## config.mk

```make
export PLATFORM = sky130hd
export DESIGN_NAME = tag_keyed_weight_stability_tracker
export DESIGN_NICKNAME = d
export VERILOG_FILES = /design/src/hw/rtl/tkwst_pkg.sv /design/src/hw/rtl/tkwst_ram.sv /design/src/hw/rtl/tkwst_absdiff.sv /design/src/hw/rtl/tag_keyed_weight_stability_tracker.sv
export SDC_FILE = /design/constraint.sdc
export NUM_CORES = 2
export LEC_CHECK = 0
export ABC_AREA = 1
export BUFFER_PORTS_ARGS = -buffer_cell sky130_fd_sc_hd__buf_4
export CORE_AREA = 2 2 531 533
export DETAILED_ROUTE_END_ITERATION = 8
export DIE_AREA = 0 0 533 535
export PLACE_DENSITY = 0.7
export SETUP_SLACK_MARGIN = 0.3
export SLEW_MARGIN = 40
export SYNTH_ARGS = -nofsm -noshare
export SYNTH_HDL_FRONTEND = slang
export SYNTH_SLANG_ARGS = --single-unit
```

## constraint.sdc

```tcl
create_clock -name clk -period 7 [get_ports clk]
set_input_delay 0.7 -clock clk [delete_from_list [all_inputs] [get_ports clk]]
set_output_delay 0.7 -clock clk [all_outputs]
set_load 0.01 [all_outputs]
```

## src/hw/rtl/tkwst_pkg.sv

```systemverilog
// Shared constants and types for the tag weight stability tracker.
package tkwst_pkg;

    // Default sizing
    localparam int TABLE_ENTRIES_DEF = 20;
    localparam int RING_DEPTH_DEF    = 5;

    // Field widths
    localparam int TAG_W    = 40;
    localparam int WEIGHT_W = 16;
    localparam int CFG_W    = 16;
    localparam int CFG_IDX_W = 1;
    localparam int IN_DATA_W  = 56;
    localparam int OUT_DATA_W = 32;

    // Configuration register indexes
    localparam logic [CFG_IDX_W-1:0] CFG_STAB_THRESHOLD = 1'd0;
    localparam logic [CFG_IDX_W-1:0] CFG_SAVE_DELTA     = 1'd1;

    // Configuration reset values in grams
    localparam logic [CFG_W-1:0] STAB_THRESHOLD_RESET = 16'd10;
    localparam logic [CFG_W-1:0] SAVE_DELTA_RESET     = 16'd100;

    // Result status codes
    typedef enum logic [1:0] {
        ST_KNOWN = 2'd0,
        ST_NEW   = 2'd1,
        ST_FULL  = 2'd2
    } status_t;

endpackage

```

## src/hw/rtl/tkwst_ram.sv

```systemverilog
// Generic single-write, single-read RAM with registered read data.
module tkwst_ram #(
    parameter int WIDTH = 16,
    parameter int DEPTH = 20,
    localparam int AW = (DEPTH > 1) ? $clog2(DEPTH) : 1
) (
    input  logic             clk,
    input  logic             we,
    input  logic [AW-1:0]    waddr,
    input  logic [WIDTH-1:0] wdata,
    input  logic [AW-1:0]    raddr,
    output logic [WIDTH-1:0] rdata
);

    logic [WIDTH-1:0] mem [DEPTH];

    // Write port
    always_ff @(posedge clk)
    begin
        if (we)
        begin
            mem[waddr] <= wdata;
        end
    end

    // Registered read port
    always_ff @(posedge clk)
    begin
        rdata <= mem[raddr];
    end

endmodule

```

## src/hw/rtl/tkwst_absdiff.sv

```systemverilog
// Shared absolute-difference and threshold compare unit.
module tkwst_absdiff (
    input  logic [tkwst_pkg::WEIGHT_W-1:0] a,
    input  logic [tkwst_pkg::WEIGHT_W-1:0] b,
    input  logic [tkwst_pkg::CFG_W-1:0]    limit,
    output logic                           above,
    output logic                           reach
);

    logic [tkwst_pkg::WEIGHT_W-1:0] diff;

    // Take the magnitude of the difference, then compare against the limit
    assign diff  = (a > b) ? (a - b) : (b - a);
    assign above = (diff > limit);
    assign reach = (diff >= limit);

endmodule

```

## src/hw/rtl/tag_keyed_weight_stability_tracker.sv

```systemverilog
// Top level of the tag weight stability tracker: sequencer, tables and result register.
//
// One transaction at a time: a tag is accepted on the slave stream, looked up in
// the tag memory one entry per cycle, registered if new (unless the table is full), and its weight is written
// into that tag's ring of RING_DEPTH samples. When the ring is full, each sample
// is read back in turn and compared with physical ring slot 0 through one shared
// absolute-difference unit, which then also decides whether slot 0 becomes the new
// saved weight. The time an item takes grows with the entries searched and with
// whether the full ring is checked, set by the serial tag search and the single read
// port of the sample memory. The result waits in an output register, so the next
// transaction is taken while it is still unread. Memories need no clearing pass
// after reset; registration writes an entry before it is ever read.
module tag_keyed_weight_stability_tracker #(
    parameter int TABLE_ENTRIES = tkwst_pkg::TABLE_ENTRIES_DEF,
    parameter int RING_DEPTH    = tkwst_pkg::RING_DEPTH_DEF
) (
    input  logic                              clk,
    input  logic                              rst_n,
    // Input stream
    input  logic                              s_tvalid,
    output logic                              s_tready,
    // [39:0] tag_id, [55:40] weight_grams
    input  logic [tkwst_pkg::IN_DATA_W-1:0]   s_tdata,
    // Result stream
    output logic                              m_tvalid,
    input  logic                              m_tready,
    // [1:0] status, [6:2] slot, [9:7] samples_held, [10] saved,
    // [26:11] stable_grams, [31:27] tags_registered
    output logic [tkwst_pkg::OUT_DATA_W-1:0]  m_tdata,
    // Configuration write port
    input  logic                              cfg_we,
    input  logic [tkwst_pkg::CFG_IDX_W-1:0]   cfg_index,
    input  logic [tkwst_pkg::CFG_W-1:0]       cfg_wdata
);

    localparam int WW  = tkwst_pkg::WEIGHT_W;
    localparam int TW  = tkwst_pkg::TAG_W;
    localparam int AW  = (TABLE_ENTRIES > 1) ? $clog2(TABLE_ENTRIES) : 1;
    localparam int CW  = $clog2(TABLE_ENTRIES + 1);
    localparam int HW  = $clog2(RING_DEPTH);
    localparam int FW  = $clog2(RING_DEPTH + 1);
    localparam int RING_WORDS = TABLE_ENTRIES * RING_DEPTH;
    localparam int RAW = (RING_WORDS > 1) ? $clog2(RING_WORDS) : 1;
    localparam int MW  = WW + FW + HW;

    localparam logic [CW-1:0]  ENTRIES_C  = CW'(TABLE_ENTRIES);
    localparam logic [FW-1:0]  DEPTH_F    = FW'(RING_DEPTH);
    localparam logic [HW-1:0]  HEAD_LAST  = HW'(RING_DEPTH - 1);
    localparam logic [RAW-1:0] DEPTH_R    = RAW'(RING_DEPTH);

    typedef enum logic [8:0] {
        S_IDLE    = 9'b000000001,
        S_SEARCH  = 9'b000000010,
        S_META_RD = 9'b000000100,
        S_META_LD = 9'b000001000,
        S_NEW     = 9'b000010000,
        S_RING_WR = 9'b000100000,
        S_CHECK   = 9'b001000000,
        S_SAVE    = 9'b010000000,
        S_FIN     = 9'b100000000
    } state_t;

    state_t state_reg, state_next;

    // Control registers
    logic [CW-1:0]                 count_reg;
    logic [tkwst_pkg::CFG_W-1:0]   thr_reg;
    logic [tkwst_pkg::CFG_W-1:0]   delta_reg;
    logic                          out_valid_reg;

    // Working registers for the transaction in flight
    logic [TW-1:0]                 tag_reg;
    logic [WW-1:0]                 weight_reg;
    logic [CW-1:0]                 rd_idx_reg;
    logic                          pend_reg;
    logic [AW-1:0]                 pend_idx_reg;
    logic [AW-1:0]                 e_reg;
    logic [RAW-1:0]                base_reg;
    logic [HW-1:0]                 head_reg;
    logic [FW-1:0]                 fill_reg;
    logic [WW-1:0]                 stored_reg;
    logic [WW-1:0]                 ref_reg;
    logic [FW-1:0]                 chk_idx_reg;
    logic                          chk_pend_reg;
    logic                          chk_first_reg;
    logic                          stable_reg;
    logic                          saved_reg;
    logic                          full_reg;
    tkwst_pkg::status_t            status_reg;
    logic [tkwst_pkg::OUT_DATA_W-1:0] out_data_reg;

    // Memory ports
    logic [TW-1:0]   tag_rdata;
    logic            tag_we;
    logic [WW-1:0]   ring_rdata;
    logic            ring_we;
    logic [RAW-1:0]  ring_waddr;
    logic [RAW-1:0]  ring_raddr;
    logic [MW-1:0]   meta_rdata;
    logic [MW-1:0]   meta_wdata;
    logic            meta_we;

    // Shared compare unit
    logic [WW-1:0]                 cmp_a;
    logic [WW-1:0]                 cmp_b;
    logic [tkwst_pkg::CFG_W-1:0]   cmp_limit;
    logic                          cmp_above;
    logic                          cmp_reach;

    logic            in_fire;
    logic            out_free;
    logic            hit;
    logic            search_done;
    logic            chk_done;
    logic [HW-1:0]   head_adv;
    logic [FW-1:0]   fill_adv;

    assign in_fire     = s_tvalid && s_tready;
    assign s_tready    = (state_reg == S_IDLE);
    assign m_tvalid    = out_valid_reg;
    assign m_tdata     = out_data_reg;
    assign out_free    = !out_valid_reg || m_tready;
    assign hit         = pend_reg && (tag_rdata == tag_reg);
    assign search_done = !pend_reg && (rd_idx_reg >= count_reg);
    assign chk_done    = !chk_pend_reg && (chk_idx_reg == DEPTH_F);
    assign head_adv    = (head_reg == HEAD_LAST) ? '0 : head_reg + 1'b1;
    assign fill_adv    = (fill_reg < DEPTH_F) ? fill_reg + 1'b1 : fill_reg;

    // Steer the shared unit: ring samples against slot 0, or slot 0 against the saved weight
    always_comb
    begin
        if (state_reg == S_CHECK)
        begin
            cmp_a     = ring_rdata;
            cmp_b     = ref_reg;
            cmp_limit = thr_reg;
        end
        else
        begin
            cmp_a     = ref_reg;
            cmp_b     = stored_reg;
            cmp_limit = delta_reg;
        end
    end

    tkwst_absdiff u_absdiff (
        .a     (cmp_a),
        .b     (cmp_b),
        .limit (cmp_limit),
        .above (cmp_above),
        .reach (cmp_reach)
    );

    // Memory controls
    assign tag_we     = (state_reg == S_NEW);
    assign ring_we    = (state_reg == S_RING_WR);
    assign ring_waddr = base_reg + RAW'(head_reg);
    assign ring_raddr = base_reg + RAW'(chk_idx_reg);
    assign meta_we    = (state_reg == S_FIN) && out_free && !full_reg;
    assign meta_wdata = {stored_reg, fill_reg, head_reg};

    tkwst_ram #(
        .WIDTH (TW),
        .DEPTH (TABLE_ENTRIES)
    ) u_tag_ram (
        .clk   (clk),
        .we    (tag_we),
        .waddr (e_reg),
        .wdata (tag_reg),
        .raddr (rd_idx_reg[AW-1:0]),
        .rdata (tag_rdata)
    );

    tkwst_ram #(
        .WIDTH (WW),
        .DEPTH (RING_WORDS)
    ) u_ring_ram (
        .clk   (clk),
        .we    (ring_we),
        .waddr (ring_waddr),
        .wdata (weight_reg),
        .raddr (ring_raddr),
        .rdata (ring_rdata)
    );

    tkwst_ram #(
        .WIDTH (MW),
        .DEPTH (TABLE_ENTRIES)
    ) u_meta_ram (
        .clk   (clk),
        .we    (meta_we),
        .waddr (e_reg),
        .wdata (meta_wdata),
        .raddr (e_reg),
        .rdata (meta_rdata)
    );

    // Sequencer
    always_comb
    begin
        state_next = state_reg;
        case (state_reg)
            S_IDLE:
            begin
                if (in_fire)
                begin
                    state_next = S_SEARCH;
                end
            end
            S_SEARCH:
            begin
                if (hit)
                begin
                    state_next = S_META_RD;
                end
                else if (search_done)
                begin
                    state_next = (count_reg >= ENTRIES_C) ? S_FIN : S_NEW;
                end
            end
            S_META_RD: state_next = S_META_LD;
            S_META_LD: state_next = S_RING_WR;
            S_NEW:     state_next = S_RING_WR;
            S_RING_WR:
            begin
                state_next = (fill_adv == DEPTH_F) ? S_CHECK : S_FIN;
            end
            S_CHECK:
            begin
                if (chk_done)
                begin
                    state_next = S_SAVE;
                end
            end
            S_SAVE:    state_next = S_FIN;
            S_FIN:
            begin
                if (out_free)
                begin
                    state_next = S_IDLE;
                end
            end
            default:   state_next = S_IDLE;
        endcase
    end

    // Control state, configuration and tag count
    always_ff @(posedge clk or negedge rst_n)
    begin
        if (!rst_n)
        begin
            state_reg     <= S_IDLE;
            count_reg     <= '0;
            thr_reg       <= tkwst_pkg::STAB_THRESHOLD_RESET;
            delta_reg     <= tkwst_pkg::SAVE_DELTA_RESET;
            out_valid_reg <= 1'b0;
        end
        else
        begin
            state_reg <= state_next;
            if (cfg_we)
            begin
                case (cfg_index)
                    tkwst_pkg::CFG_STAB_THRESHOLD: thr_reg   <= cfg_wdata;
                    tkwst_pkg::CFG_SAVE_DELTA:     delta_reg <= cfg_wdata;
                    default: ;
                endcase
            end
            if (state_reg == S_NEW)
            begin
                count_reg <= count_reg + 1'b1;
            end
            // Hold the result until it is taken, load a new one at the finish
            if ((state_reg == S_FIN) && out_free)
            begin
                out_valid_reg <= 1'b1;
            end
            else if (m_tready)
            begin
                out_valid_reg <= 1'b0;
            end
        end
    end

    // Working registers of the transaction in flight
    always_ff @(posedge clk)
    begin
        base_reg <= RAW'(e_reg) * DEPTH_R;
        case (state_reg)
            S_IDLE:
            begin
                tag_reg    <= s_tdata[TW-1:0];
                weight_reg <= s_tdata[TW+WW-1:TW];
                rd_idx_reg <= '0;
                pend_reg   <= 1'b0;
                saved_reg  <= 1'b0;
                full_reg   <= 1'b0;
                status_reg <= tkwst_pkg::ST_KNOWN;
            end
            S_SEARCH:
            begin
                // Issue one tag read a cycle, compare the one issued last cycle
                if (hit)
                begin
                    e_reg <= pend_idx_reg;
                end
                else if (search_done)
                begin
                    if (count_reg >= ENTRIES_C)
                    begin
                        full_reg   <= 1'b1;
                        e_reg      <= '0;
                        status_reg <= tkwst_pkg::ST_FULL;
                    end
                    else
                    begin
                        e_reg      <= count_reg[AW-1:0];
                        status_reg <= tkwst_pkg::ST_NEW;
                    end
                end
                else
                begin
                    pend_reg     <= (rd_idx_reg < count_reg);
                    pend_idx_reg <= rd_idx_reg[AW-1:0];
                    if (rd_idx_reg < count_reg)
                    begin
                        rd_idx_reg <= rd_idx_reg + 1'b1;
                    end
                end
            end
            S_META_LD:
            begin
                stored_reg <= meta_rdata[MW-1:FW+HW];
                fill_reg   <= meta_rdata[FW+HW-1:HW];
                head_reg   <= meta_rdata[HW-1:0];
            end
            S_NEW:
            begin
                // Fresh entry: empty ring, nothing saved
                stored_reg <= '0;
                fill_reg   <= '0;
                head_reg   <= '0;
            end
            S_RING_WR:
            begin
                head_reg      <= head_adv;
                fill_reg      <= fill_adv;
                chk_idx_reg   <= '0;
                chk_pend_reg  <= 1'b0;
                chk_first_reg <= 1'b0;
                stable_reg    <= 1'b1;
            end
            S_CHECK:
            begin
                // Slot 0 comes back first and becomes the reference
                if (chk_pend_reg)
                begin
                    if (chk_first_reg)
                    begin
                        ref_reg <= ring_rdata;
                    end
                    else if (cmp_above)
                    begin
                        stable_reg <= 1'b0;
                    end
                end
                if (chk_idx_reg < DEPTH_F)
                begin
                    chk_pend_reg  <= 1'b1;
                    chk_first_reg <= (chk_idx_reg == '0);
                    chk_idx_reg   <= chk_idx_reg + 1'b1;
                end
                else
                begin
                    chk_pend_reg <= 1'b0;
                end
            end
            S_SAVE:
            begin
                if (stable_reg && cmp_reach)
                begin
                    stored_reg <= ref_reg;
                    saved_reg  <= 1'b1;
                end
            end
            S_FIN:
            begin
                if (out_free)
                begin
                    if (full_reg)
                    begin
                        out_data_reg <= {5'(count_reg), WW'(0), 1'b0, 3'd0, 5'd0,
                                         status_reg};
                    end
                    else
                    begin
                        out_data_reg <= {5'(count_reg), stored_reg, saved_reg,
                                         3'(fill_reg), 5'(e_reg), status_reg};
                    end
                end
            end
            default: ;
        endcase
    end

endmodule
```

# Word level (Yosys, flattened, before mapping)
# Memories as Yosys holds them, arrays and structs flattened. A register that Yosys moved wholly into a read port is not among the register bits.
# Index checks and enable logic that the tools add are counted.
# word_totals
register_bits	206
ramBits	2840
out_inout_bits	34
memories	3
# mem_list
name	words	width	read_ports	rd_ports_with_merged_regs	wr	line_no	rtl
u_ring_ram.mem	100	16	1	1	1	tkwst_ram.sv:15	logic [WIDTH-1:0] mem [DEPTH];
u_tag_ram.mem	20	40	1	1	1	tkwst_ram.sv:15	
u_meta_ram.mem	20	22	1	1	1	tkwst_ram.sv:15	
# op_classes
addsub	9
multipliers	1
n_lt_le_gt_ge	8
n_eq_ne	27
mux	56
n_bitwise	3
reduce_logical	36
# ops
cell	count
16-bit 2-to-1 mux	5
9-bit case mux with 8 select lines	1
9-bit 2-to-1 mux	7
16-bit case mux with 3 select lines	1
40-bit == test	1
16-bit greater-than comparator	2
16-bit subtractor	2
5-bit 2-to-1 mux	6
2-bit != test, second input constant	11
1-bit 2-to-1 mux	19
3-bit case mux with 3 select lines	2
16-bit greater-or-equal comparator	1
4-bit AND reduction	4
7-bit by 3-bit adder with 7-bit output	2
2-bit AND reduction	7
1-bit case mux with 2 select lines	6
3-bit AND reduction	4
5-bit by 1-bit adder with 5-bit output, second input constant	2
5-bit case mux with 2 select lines	1
2-bit nonzero test	5
3-bit by 1-bit adder with 3-bit output, second input constant	3
3-bit == test, second input constant	3
9-bit by 1-bit == test with 1-bit output, second input constant	1
9-bit by 2-bit == test with 1-bit output, second input constant	1
other kinds (25)	43

# Longest topological paths before layout
# depth
depth_word	9
ltp_mapped	33

# By module
# Synthesis repeated with hierarchy kept, for this count alone.
# hier_totals
hier_cells	11259
area_unflattened_um2	128877.4
# modules_own_cells
module	instances	cells_per_inst	area_per_inst_um2
tkwst_ram (u_ring_ram)	1	5533	65316.4
tkwst_ram (u_tag_ram)	1	2686	32891.5
tkwst_ram (u_meta_ram)	1	1492	18058.6
tag_keyed_weight_stability_tracker	1	1075	9984.6
tkwst_absdiff	1	473	2626.3

# Worst setup path after synthesis
# No wires, ideal clock.
# synth_path
path_type	register to register
from	register state_reg[2]
to	register stored_reg[0], enable pin
t_arrival_ns	4.614
required_time_ns	6.628
path_slack_ns	2.015
path_stages_with_launch	30
path_cell_list	dfrtp_1 -> nor2_1 -> nand2_1 -> nor2_1 -> buf_2 -> buf_1 -> a21oi_1 -> ha_1 -> fa_1 -> o21ai_1 -> inv_1 -> o21bai_1 -> nand2_1 -> nand2_1 -> nand2_2 -> inv_1 -> buf_2 -> nand2_1 -> nand2_1 -> inv_1 -> ha_1 -> nand2_1 -> inv_1 -> nand3_1 -> or3_1 -> inv_1 -> o31ai_1 -> nand3_1 -> nand2_1 -> nand2_1
# synth_via
elab_chain_len	8
elab_cells_between_ends	16
# synth_lines
element	line_no	rtl
start: declaration	tag_keyed_weight_stability_tracker.sv:63	state_t state_reg, state_next;
start signal: assignment	tag_keyed_weight_stability_tracker.sv:260	state_reg <= state_next;
9-bit by 7-bit == test with 1-bit output	tag_keyed_weight_stability_tracker.sv:132	if (state_reg == S_CHECK)
16-bit 2-to-1 mux	tag_keyed_weight_stability_tracker.sv:132	
16-bit subtractor or 16-bit greater-than comparator (tied branches)	tkwst_absdiff.sv:13	assign diff = (a > b) ? (a - b) : (b - a);
16-bit 2-to-1 mux	tkwst_absdiff.sv:13	
16-bit greater-or-equal comparator	tkwst_absdiff.sv:15	assign reach = (diff >= limit);
1-bit logical AND	tag_keyed_weight_stability_tracker.sv:380	if (stable_reg && cmp_reach)
2-bit != test (no line)	--	
2-bit AND reduction (no line) *	--	
end signal: assignment	tag_keyed_weight_stability_tracker.sv:333	stored_reg <= meta_rdata[MW-1:FW+HW];
end signal: assignment	tag_keyed_weight_stability_tracker.sv:382	stored_reg <= ref_reg;
end: declaration	tag_keyed_weight_stability_tracker.sv:81	logic [WW-1:0] stored_reg;
# Every way passes the cells marked *; elsewhere a longest branch is shown, timed or not.
# A chain may end at the register's enable or synchronous reset.

# Worst setup path after layout
# layout_path
from	register state_reg[2]
to	register stored_reg[13], enable pin
# The elaborated chain is that of the path after synthesis.

==> results.yml <==
timing:
  finalClockSkew_ns: 0.0861
  slew_viol_final: 0
  setup_ws_ns: 0.981
  finalSetupTns_ns: 0
  min_period_ns: 6.02
  period_share_pct: 86.0
  fmaxAchievable_mhz: 166
  rsz0062_at_grt: "no"
  hold_viol: 0
  tightest_slew_ns: 0.887
  setup-violations-final: 0
  slew_headroom_pct: 40.6
  hold_slack_ns: 0.0441
worst_setup_path:
  worst_path_max_delay_cell: "nand2_1"
  critical_path.startpoint_type: "flop"
  crit_top_cell: "nand2_1"
  required_ns: 7.46
  crit_path_end_kind: "flop"
  arrival_ns: 6.48
  slowest_delay_ns: 0.51
  worstPathMaxFanout: 48
  critical_path_class: "reg2reg"
cells_and_area:
  fin_util_pct: 51.0
  area_growth_pct: 13.5
  final_nets: 10400
  top_regs: "u_ring_ram.mem x1600, u_tag_ram.mem x800, u_meta_ram.mem x440"
  top_register: "u_ring_ram.mem"
  final_common_cell: "edfxtp_1"
  layout-drive-gt1-share_pct: 9.19
  final_cell_mix: "edfxtp_1, nor2_1, o21ai_0"
  final_cells: 14300
  final_area_sq_um: 142000
  largest_register_ffs: 1600
synthesis:
  synthCells: 10200
  synth_seq_area_share_pct: 74.1
  synth_area_per_cell_sq_um: 12.3
  syn_area_sq_um: 125000
  synth_enable_flop_cells: 2992
  ys_warn_count: 0
  synth-seq-cells: 3124
  syn_nets: 10300
  yosysUniqueCellTypes: 49
  synth_ff_type: "edfxtp_1"
  async_flop_share_pct: 1.50
clocking:
  post_cts_buffers: 0
  cts-htree-levels: 5
  clock_sinks: 3124
  root_buffer: "clkbuf_16"
  cts_buffers: 327
  cts_buffer_depth: 4
  clkTransAtPathRegs_ns: 0.06
  cts_tree: "built"
  clkLatencyLatePin_ns: 0.90
placed_design:
  place_area_sq_um: 131000
  port_buffers: 111
  pre_cts_slack_ns: 0.895
  dp.cells: 13600
  place_congestion: 0.875
  place.detailed.hpwl_microns: 182000
floorplan:
  die_w_microns: 533
  rows: 194
  ios: 112
  die_h_microns: 535
  core_sq_um: 279000
  start_util_pct: 44.9
  die_area_sq_um: 285000
detailed_routing:
  vias: 82000
  drt_drc_violations_left: 0
  wire_per_inst_microns: 23.3
  wirelength_microns: 333000
  viasPerCell: 5.75
  drt-pass1-iter-count: 6
  final_antenna_net_count: 0
  drt_iter0_markers: 11300
hold_path:
  min_path_type: "in2reg"
global_route:
  grt_util_all_layers_pct: 22.6
  grt_max_degree: 208
  grt_remaining_overflow: 0
  grt_pass1_wl_microns: 494000
  antenna_found_initial: 8
  grt_pass1_vias: 79400
flow_run:
  drv_cap: 0
power:
  ir_drop_mv: 0.271
  power.total_mw: 54.0
  pwr_density_cell_nw_per_um2: 380
  p_leak_nw: 48.6
status:
  outcome: "finished clean"
[kinds of logic after synthesis]
family | Yosys count | share of synthesized area [%]
AND/OR/NAND/NOR | 3798 | 12.1
multiplexers | 15 | 0.120
flip-flops | 3124 | 74.1
XOR/XNOR | 47 | 0.335
buffers and inverters | 933 | 3.00
adder cells (fa/ha/maj) | 78 | 0.810
AO/OA/AOI/OAI | 2158 | 9.57
[cells in the mapped netlist, types with 2 or more instances]
cell	instances	share of area, %
edfxtp_1	2992	72
nor2_1	2047	6.1
o21ai_0	1271	5.1
nand2_1	1100	3.3
nand3_1	536	2.1
clkbuf_1	419	1.3
inv_1	304	0.91
o22ai_1	268	1.3
a22oi_1	198	1.2
o21ai_1	172	0.69
buf_2	120	0.48
a21oi_1	111	0.44
dfxtp_1	85	1.4
ha_1	73	0.73
nor3_1	69	0.28
buf_1	60	0.18
o21bai_1	46	0.28
dfrtp_1	41	0.82
xor2_1	36	0.25
o211ai_1	30	0.18
nand4_1	27	0.13
a31oi_1	22	0.11
buf_4	16	0.096
o221ai_1	16	0.11
mux2i_1	15	0.12
o21a_1	12	0.072
xnor2_1	10	0.070
or2_2	7	0.035
dfstp_2	6	0.13
buf_6	5	0.045
fa_1	5	0.080
inv_2	5	0.015
clkinv_1	4	0.012
nand3b_1	4	0.024
a21o_1	3	0.018
a21boi_0	2	0.012
a22o_1	2	0.014
a32o_1	2	0.016
nor4_1	2	0.010
[final timing paths]
kind                                     start        endpoint  slack, ns  cells after the start
setup / recovery                  state_reg[2]  stored_reg[13]       0.98                     28
hold / removal                     s_tdata[15]     tag_reg[15]       0.04                      1
setup reg to reg                  state_reg[2]  stored_reg[13]       0.98                     28
hold reg to reg            u_ring_ram.rdata[3]      ref_reg[3]       0.43                      0
max in group asynchronous                rst_n      thr_reg[2]       6.09                      2
min in group asynchronous                rst_n      thr_reg[8]       0.44                      2
[timing repair]
action	CTS	global route
resized for setup	0	1
hold buffers	28	0
endpoints found under the setup margin	0	16
endpoints found under the hold margin	68	0
[report_power, final]
| group | switching [mW] | internal (mW) | leakage, nW |
|---|---|---|---|
| Combinational | 10.0 | 3.41 | 15.2 |
| Sequential | 0.790 | 22.6 | 28.2 |
| Clock | 7.19 | 10.0 | 5.16 |
[critical path: cells and delay by family, from the launching register on]
| family | cells | cell delay (ns) |
|---|---|---|
| simple gates | 16 | 2.53 |
| buf+inv | 6 | 1.11 |
| compound gates | 4 | 0.82 |
| fa+ha+maj | 2 | 0.73 |
| flops | 1 | 0.41 |
[per-layer routing]
metal  track usage, %  vias to the layer above  part of all wire [%]
met5                0                        -                0.0054
li1                 -                    36700                     -
met1             30.6                    40500                    39
met3             3.94                      668                   9.6
met4             7.36                        2                   3.3
met2             37.1                     4092                    48
[cell type report]
cell class / count / area, sq um
multi-input combinational: 6096 / 29200
timing repair buffer: 410 / 3700
clock inverter: 182 / 1900
sequential: 3124 / 92700
tap: 3724 / 4660
fill: 22900 / 137000
clock buffer: 408 / 8680
antenna: 3 / 7.51
inverter: 313 / 1220
(Power assumes the default switching activity.)
